**src/mrb_pkg.sv**
```systemverilog
// ---------------------------------------------------------------------------
// mrb_pkg
// Shared types, codes and constants of the modal resonator bank.
// ---------------------------------------------------------------------------
`default_nettype none

package mrb_pkg;

	localparam int MRB_NUM_MODES = 10;
	localparam int MRB_ACC_W     = 36;
	localparam int MRB_OUT_SHIFT = 26;

	// 0.99965 in signed Q1.30.
	localparam logic signed [31:0] MRB_RELEASE_Q30 = 32'sd1073366014;
	localparam logic [14:0]        MRB_OUT_SCALE   = 15'd23000;

	localparam logic [17:0] MRB_LIMIT_RESET     = 18'd44100;
	localparam logic [14:0] MRB_THRESHOLD_RESET = 15'd50;

	// Configuration register indexes.
	localparam logic [1:0] CFG_SILENCE_LIMIT     = 2'd0;
	localparam logic [1:0] CFG_SILENCE_THRESHOLD = 2'd1;

	// Request commands.
	localparam logic [1:0] CMD_SAMPLE  = 2'd0;
	localparam logic [1:0] CMD_COEF    = 2'd1;
	localparam logic [1:0] CMD_RELEASE = 2'd2;
	localparam logic [1:0] CMD_RESTART = 2'd3;

	// Coefficient selectors.
	localparam logic [1:0] SEL_FB_ONE = 2'd0;
	localparam logic [1:0] SEL_FB_TWO = 2'd1;
	localparam logic [1:0] SEL_GAIN   = 2'd2;

	typedef enum logic [2:0] {
		OP_IDLE,
		OP_MUL_GAIN,
		OP_MUL_FB1,
		OP_MUL_FB2,
		OP_SATURATE,
		OP_MUL_REL,
		OP_COMMIT
	} mrb_op_t;

	typedef enum logic [3:0] {
		ST_IDLE,
		ST_GAIN,
		ST_FB1,
		ST_FB2,
		ST_SAT,
		ST_REL,
		ST_COMMIT,
		ST_SUM,
		ST_ABS,
		ST_SCALE,
		ST_FINISH
	} mrb_state_t;

	// Broadcast control from the sequencer to every cell.
	typedef struct packed {
		mrb_op_t            op;
		logic               release_on;
		logic               restart;
		logic               coef_we;
		logic [3:0]         coef_slot;
		logic [1:0]         coef_sel;
		logic signed [31:0] coef_value;
		logic signed [15:0] excitation;
	} mrb_cell_ctrl_t;

endpackage

`default_nettype wire

```
**src/mrb_cell.sv**
```systemverilog
// ---------------------------------------------------------------------------
// mrb_cell
// One two-pole resonator with its own multiplier and a stage of the sum chain.
// ---------------------------------------------------------------------------
`default_nettype none

module mrb_cell #(
	parameter int CELL_IDX = 0,
	parameter int SUM_W    = 36
) (
	input  wire logic                   clk,
	input  wire logic                   arst_n,
	input  wire mrb_pkg::mrb_cell_ctrl_t ctrl,
	input  wire logic signed [SUM_W-1:0] psum_in,
	output logic signed [SUM_W-1:0]      psum_out
);
	import mrb_pkg::*;

	logic signed [31:0] fb1_q, fb2_q, gain_q;
	logic signed [31:0] y1_q, y2_q;
	logic signed [31:0] y_q, out_q;
	logic signed [63:0] prod_q;
	logic signed [MRB_ACC_W-1:0] acc_q;
	logic signed [SUM_W-1:0] psum_q;

	logic signed [31:0] mul_a, mul_b;
	logic signed [63:0] mul_p;
	logic signed [MRB_ACC_W-1:0] term16, term30, acc_sum;
	logic signed [31:0] y_sat, y_final;
	logic               slot_hit;

	assign slot_hit = ({1'b0, ctrl.coef_slot} == 5'(CELL_IDX));

	always_comb begin
		case (ctrl.op)
			OP_MUL_GAIN: begin
				mul_a = gain_q;
				mul_b = 32'($signed(ctrl.excitation));
			end
			OP_MUL_FB1: begin
				mul_a = fb1_q;
				mul_b = y1_q;
			end
			OP_MUL_FB2: begin
				mul_a = fb2_q;
				mul_b = y2_q;
			end
			OP_MUL_REL: begin
				mul_a = y_q;
				mul_b = MRB_RELEASE_Q30;
			end
			default: begin
				mul_a = '0;
				mul_b = '0;
			end
		endcase
	end

	assign mul_p = mul_a * mul_b;

	// Floor shifts of the registered product.
	assign term16  = MRB_ACC_W'($signed(prod_q[47:16]));
	assign term30  = MRB_ACC_W'($signed(prod_q[63:30]));
	assign acc_sum = acc_q + term30;

	always_comb begin
		if ((acc_sum[MRB_ACC_W-1:31] == '0) || (acc_sum[MRB_ACC_W-1:31] == '1)) begin
			y_sat = acc_sum[31:0];
		end else if (acc_sum[MRB_ACC_W-1]) begin
			y_sat = 32'sh8000_0000;
		end else begin
			y_sat = 32'sh7FFF_FFFF;
		end
	end

	// The release factor is below one, so the scaled value always fits.
	assign y_final = ctrl.release_on ? $signed(prod_q[61:30]) : y_q;

	always_ff @(posedge clk or negedge arst_n) begin
		if (!arst_n) begin
			fb1_q  <= '0;
			fb2_q  <= '0;
			gain_q <= '0;
			y1_q   <= '0;
			y2_q   <= '0;
		end else begin
			if (ctrl.coef_we && slot_hit) begin
				case (ctrl.coef_sel)
					SEL_FB_ONE: fb1_q  <= ctrl.coef_value;
					SEL_FB_TWO: fb2_q  <= ctrl.coef_value;
					SEL_GAIN:   gain_q <= ctrl.coef_value;
					default:    ;
				endcase
			end
			if (ctrl.restart) begin
				y1_q <= '0;
				y2_q <= '0;
			end else if (ctrl.op == OP_COMMIT) begin
				y2_q <= y1_q;
				y1_q <= y_final;
			end
		end
	end

	always_ff @(posedge clk) begin
		prod_q <= mul_p;
		psum_q <= psum_in + SUM_W'(out_q);
		case (ctrl.op)
			OP_MUL_FB1:  acc_q <= term16;
			OP_MUL_FB2:  acc_q <= acc_sum;
			OP_SATURATE: y_q   <= y_sat;
			OP_COMMIT:   out_q <= y_final;
			default:     ;
		endcase
	end

	assign psum_out = psum_q;

endmodule

`default_nettype wire

```
**config.mk**
```make
export PLATFORM = sky130hd
export DESIGN_NAME = mrb_cell
export DESIGN_NICKNAME = d
export VERILOG_FILES = /design/src/mrb_pkg.sv /design/src/mrb_cell.sv
export SDC_FILE = /design/constraint.sdc
export NUM_CORES = 2
export LEC_CHECK = 0
export ABC_AREA = 1
export BUFFER_PORTS_ARGS = -buffer_cell sky130_fd_sc_hd__buf_2
export CELL_PAD_IN_SITES_DETAIL_PLACEMENT = 0
export CELL_PAD_IN_SITES_GLOBAL_PLACEMENT = 2
export CORE_MARGIN = 5
export CORE_UTILIZATION = 41
export DETAILED_ROUTE_END_ITERATION = 12
export PLACE_DENSITY = 0.92
export SETUP_SLACK_MARGIN = 0.5
export SYNTH_ARGS = -nofsm -noshare
export SYNTH_HDL_FRONTEND = slang
export SYNTH_SLANG_ARGS = --single-unit
export TNS_END_PERCENT = 50
```
**constraint.sdc**
```tcl
create_clock -name clk -period 10.93 [get_ports clk]
set_input_delay 2.7325 -clock clk [delete_from_list [all_inputs] [get_ports clk]]
set_output_delay 2.7325 -clock clk [all_outputs]
set_load 0.02 [all_outputs]
```
* Word-level counts from Yosys, hierarchy flattened
Cells that the tools add are included.
Word-level totals: output and inout port bits 36, logic and storage cells 42, bits of input ports 98, bits in registers 360
Operators by class: mux-type cells 10, eq/ne operators 9, reductions and logical operators 10, add/sub/neg operators 2, multiply operators 1
Operators with widths (number):
- 32-bit case mux with 4 select lines | 2
- 32-bit 2-to-1 mux | 7
- 36-bit case mux with 2 select lines | 1
- 32-bit by 32-bit multiplier with 64-bit output | 1
- 36-bit by 32-bit adder with 36-bit output | 1
- 36-bit by 34-bit adder with 36-bit output | 1
- 3-bit == test, second input constant | 3
- 3-bit by 2-bit == test with 1-bit output, second input constant | 2
- 2-bit AND reduction | 3
- 5-bit == test, second input constant | 1
- 5-bit zero test | 1
- 4-bit zero test | 1
- 2-bit nonzero test | 2
- 3-bit by 1-bit == test with 1-bit output, second input constant | 1
- 2-bit by 1-bit == test with 1-bit output, second input constant | 1
- 2-bit == test, second input constant | 1
- 2-bit zero test | 1
- 1-bit logical AND | 1
- 1-bit logical OR | 1

* Depth between registers and ports, before layout
word-level depth 4, depth in mapped cells 41, gate-level depth less buffers 39

* Least setup slack after synthesis
No wires, ideal clock.
path type input-to-reg, start in ctrl[59] (netlist name), end reg prod_q[63], required time 10817 ps, setup time 113 ps, path buffers 4, data arrival time 10386 ps, setup slack 430 ps, stages on the path 34, cells stage by stage buf_4 > nor3_2 > buf_4 > buf_2 > a22oi_1 > and3_1 > inv_1 > buf_2 > nand2_1 > fa_1 > fa_1 > fa_1 > inv_1 > fa_1 > inv_1 > fa_1 > inv_1 > fa_1 > inv_1 > fa_1 > inv_1 > fa_1 > ha_1 > a21oi_1 > inv_1 > a21oi_1 > a21boi_0 > nor2_1 > a211oi_1 > nand2_1 > inv_1 > nand2_1 > nand2_1 > nand2_1
Between the ends: cells in the longest elaborated chain, start to end 3, elaborated cells between the ends (all ways) 7, those cells by class 1 x mul; 4 x eq/ne; 2 x mux
Ends and longest elaborated chain:
- start, declared | line mrb_cell.sv:13 | input wire mrb_pkg::mrb_cell_ctrl_t ctrl,
- 3-bit == test (tied with other cells) | line mrb_cell.sv:35 | case (ctrl.op)
- 32-bit case mux with 4 select lines | line mrb_cell.sv:35
- 32-bit by 32-bit multiplier with 64-bit output (*) | line mrb_cell.sv:59 | assign mul_p = mul_a * mul_b;
- via mul_p[63] | line mrb_cell.sv:27 | logic signed [63:0] mul_p;
- end signal, assigned | line mrb_cell.sv:106 | prod_q <= mul_p;
- end, declared | line mrb_cell.sv:22 | logic signed [63:0] prod_q;
Mark *: on every way through the listed nets, which the timed path passes. The rest lies on a longest branch. A chain may end at the register's enable or synchronous reset.

* Worst setup path in the final report
start in ctrl[59] (netlist name), end reg prod_q[57]
The elaborated chain is that of the path after synthesis.

==> metrics.yaml <==
worst_r2r_path_depth: 29
post_dp_cell_area_sq_um: 60500
async_flop_share_pct: 46.5
clock_sinks: 344
status: "complete, no violations"
r2r_slack_ps: 2930
drc: 0
gp_congestion: 0.979
final_cells: 8509
area_delta_synth_final_pct: 17.7
intPower_mw: 3.80
drv_slew: 0
antenna_found_initial: 3
rows: 132
clock_power_share_pct: 18.0
wl_um: 193000
root_buffer: "clkbuf_16"
drive_gt1_share_pct: 15.1
fp.dieH_um: 370
clk-insertion-delay-late_ps: 550
required_ps: 11390
clkTransAtPathRegs_ps: 60
pwr-share-comb_pct: 56.1
path_common_cell: "fa_1"
start_util_pct: 41.2
die-area_sq_um: 137000
grt_usage_pct: 28.4
preCtsSetupSlack_ps: -277
cts_max_level: 2
period_share_pct: 94.6
yosys_warnings: 0
netSwitchingPower_mw: 3.39
finalSetupViolations: 0
cp-start-kind: "primary input"
worstMarginPinSlew_ps: 1190
synth-main-ff-cell: "dfrtp_1"
arrival_ps: 10800
hp-start: "fb1_q[7]"
grt_max_degree: 100
whs_path_depth: 2
ys_top_cells_by_area: "fa_1 41%, inv_1 9.6%, nand2_1 7.9%"
grt_pass1_wl_um: 292000
ys_ff_latch: 344
synth_seq_area_share_pct: 16.3
syn_nets: 7596
vias: 44224
cp_top_family: "adder cells"
seqCellArea_sq_um: 8690
clockBufferDepth: 3
avgRoutedWirePerCell_um: 22.7
r2r-end: "prod_q[57]"
top_register: "prod_q"
dp.cells: 8421
syn-mean-instance-area_sq_um: 8.62
num-nets-final: 8165
synth_edf_count: 100
die_w_um: 370
nFillCells: 12618
stdcell_area_sq_um: 62600
synth_cell_types: 60
yosysTopAreaCellShare_pct: 40.8
syn-cell-area_sq_um: 53200
finish.utilization_pct: 48.4
max-slew-margin-rel_pct: 20.9
rsz0062_at_grt: "yes"
crit_type: "in -> reg"
swShare_pct: 47.2
layout_setup_ws_ps: 587
finalClockSkew_ps: 15.9
cts_buffers: 37
slowest_stage: "fa_1"
yosysTopAreaCell: "fa_1"
ant_nets: 0
port_buffers: 133
critical_path.max_fanout: 15
final_common_cell: "inv_1"
vdd_drop_max_mv: 0.138
maxCapViolations: 0
tritoncts: "yes"
min_delay_worst_endpoint: "fb1_q[7]"
largest_reg_flops: 48
grt_pass1_vias: 46807
post-route-min-period_ps: 10340
core_area_sq_um: 129000
multiInputGateArea_sq_um: 38700
cp_num_buf_inv: 13
ios: 134
synthCells: 6165
layout_common_cells: "1343 x inv_1, 1113 x nand2_1, 1073 x fa_1"
dp_hpwl_um: 164000
grt_overflow: 0
finalPower_mw: 7.19
drt_iter0_markers: 4111
seqPwrFrac_pct: 25.9
firstDrtPassIters: 6
hold_violations: 0
min_path_type: "reg -> reg"
crit-reg2reg-launch: "gain_q[31]"
end_kind: "register"
max_stage_delay_ps: 620
via_per_inst: 5.20
clock.fmax_mhz: 96.7
p_leak_nw: 30.5
cts_hold_buf: 0
p_per_area_nw_per_um2: 115
synthesized netlist by cell type (15+ instances only):
cell type / n
xor2_1: 86
inv_2: 20
buf_2: 106
a31oi_1: 28
fa_1: 1083
dfrtp_1: 160
a22o_1: 30
edfxtp_1: 100
a21o_1: 15
inv_1: 1356
nor2_2: 18
nand2_1: 1117
nand4_1: 17
o22ai_1: 32
a21oi_1: 179
ha_1: 250
nor2_1: 728
nand2_2: 18
nand3_1: 106
xnor2_1: 34
dfxtp_1: 84
nor3_1: 21
o21ai_0: 320
clkbuf_1: 104
through the flow:
step	hold WS [ps]	setup TNS (ps)
after floorplan	437	0
after CTS	490	0
final	490	0
after global routing	496	0
after detailed placement	473	-1100
after global placement	448	-548
layout make-up:
class                   instances  area share (%)
multi-input cells            4209            61.9
repair buffers                761            10.4
clock inverters                21           0.296
well taps                    1742            3.48
flip-flops and latches        344            13.9
clock buffers                  47            1.67
diodes                          4          0.0160
inverters                    1381            8.34
worst max path at each step:
stage	start	end	slack, ps	cells past startpoint
after floorplan	ctrl[59]	prod_q[63]	550	32
after global placement	ctrl[59]	prod_q[61]	-200	31
after CTS	ctrl[57]	prod_q[61]	470	38
after global routing	ctrl[58]	prod_q[57]	460	34
final	ctrl[59]	prod_q[57]	590	33
after detailed placement	ctrl[57]	prod_q[61]	-280	32
worst min-delay path, delay by kind of cell, from the launching register on:
family | cells | cell delay [ps]
DFF | 1 | 350
AOI/OAI and AO/OA | 1 | 60
and+or+nand+nor | 1 | 50
layer usage:
metal | share of wire (%) | global-route usage (%) | vias up
met2 | 46 | 46.4 | 1796
li1 | - | - | 19580
met4 | 4.7 | 10.2 | 0
met5 | 0 | 0 | -
met3 | 8.2 | 5.21 | 353
met1 | 41 | 37.9 | 22495
power by group through the flow:
stage | clock network [mW] | logic [mW] | registers, mW
finish | 1.29 | 4.03 | 1.86
global route | 1.37 | 4.36 | 1.87
CTS | 1.31 | 3.89 | 1.85
detailed placement | 0 | 3.86 | 1.87
global placement | 0 | 3.83 | 1.87
floorplan | 0 | 2.19 | 1.79
kinds of logic after synthesis:
group,count (synthesis),synth area share [%]
simple gates,2063,15.5
buf+inv,1612,11.8
fa+ha+maj,1333,46.7
compound gates,693,7.71
flops,344,16.3
xor+xnor,120,1.98
what timing repair did:
item	4_1_cts	5_1_grt
resized for setup	14	158
setup buffers	0	13
cloned	0	3
pin swaps	1	29
endpoints found under the setup margin	6	31
Power figures use the tool's default switching activity.
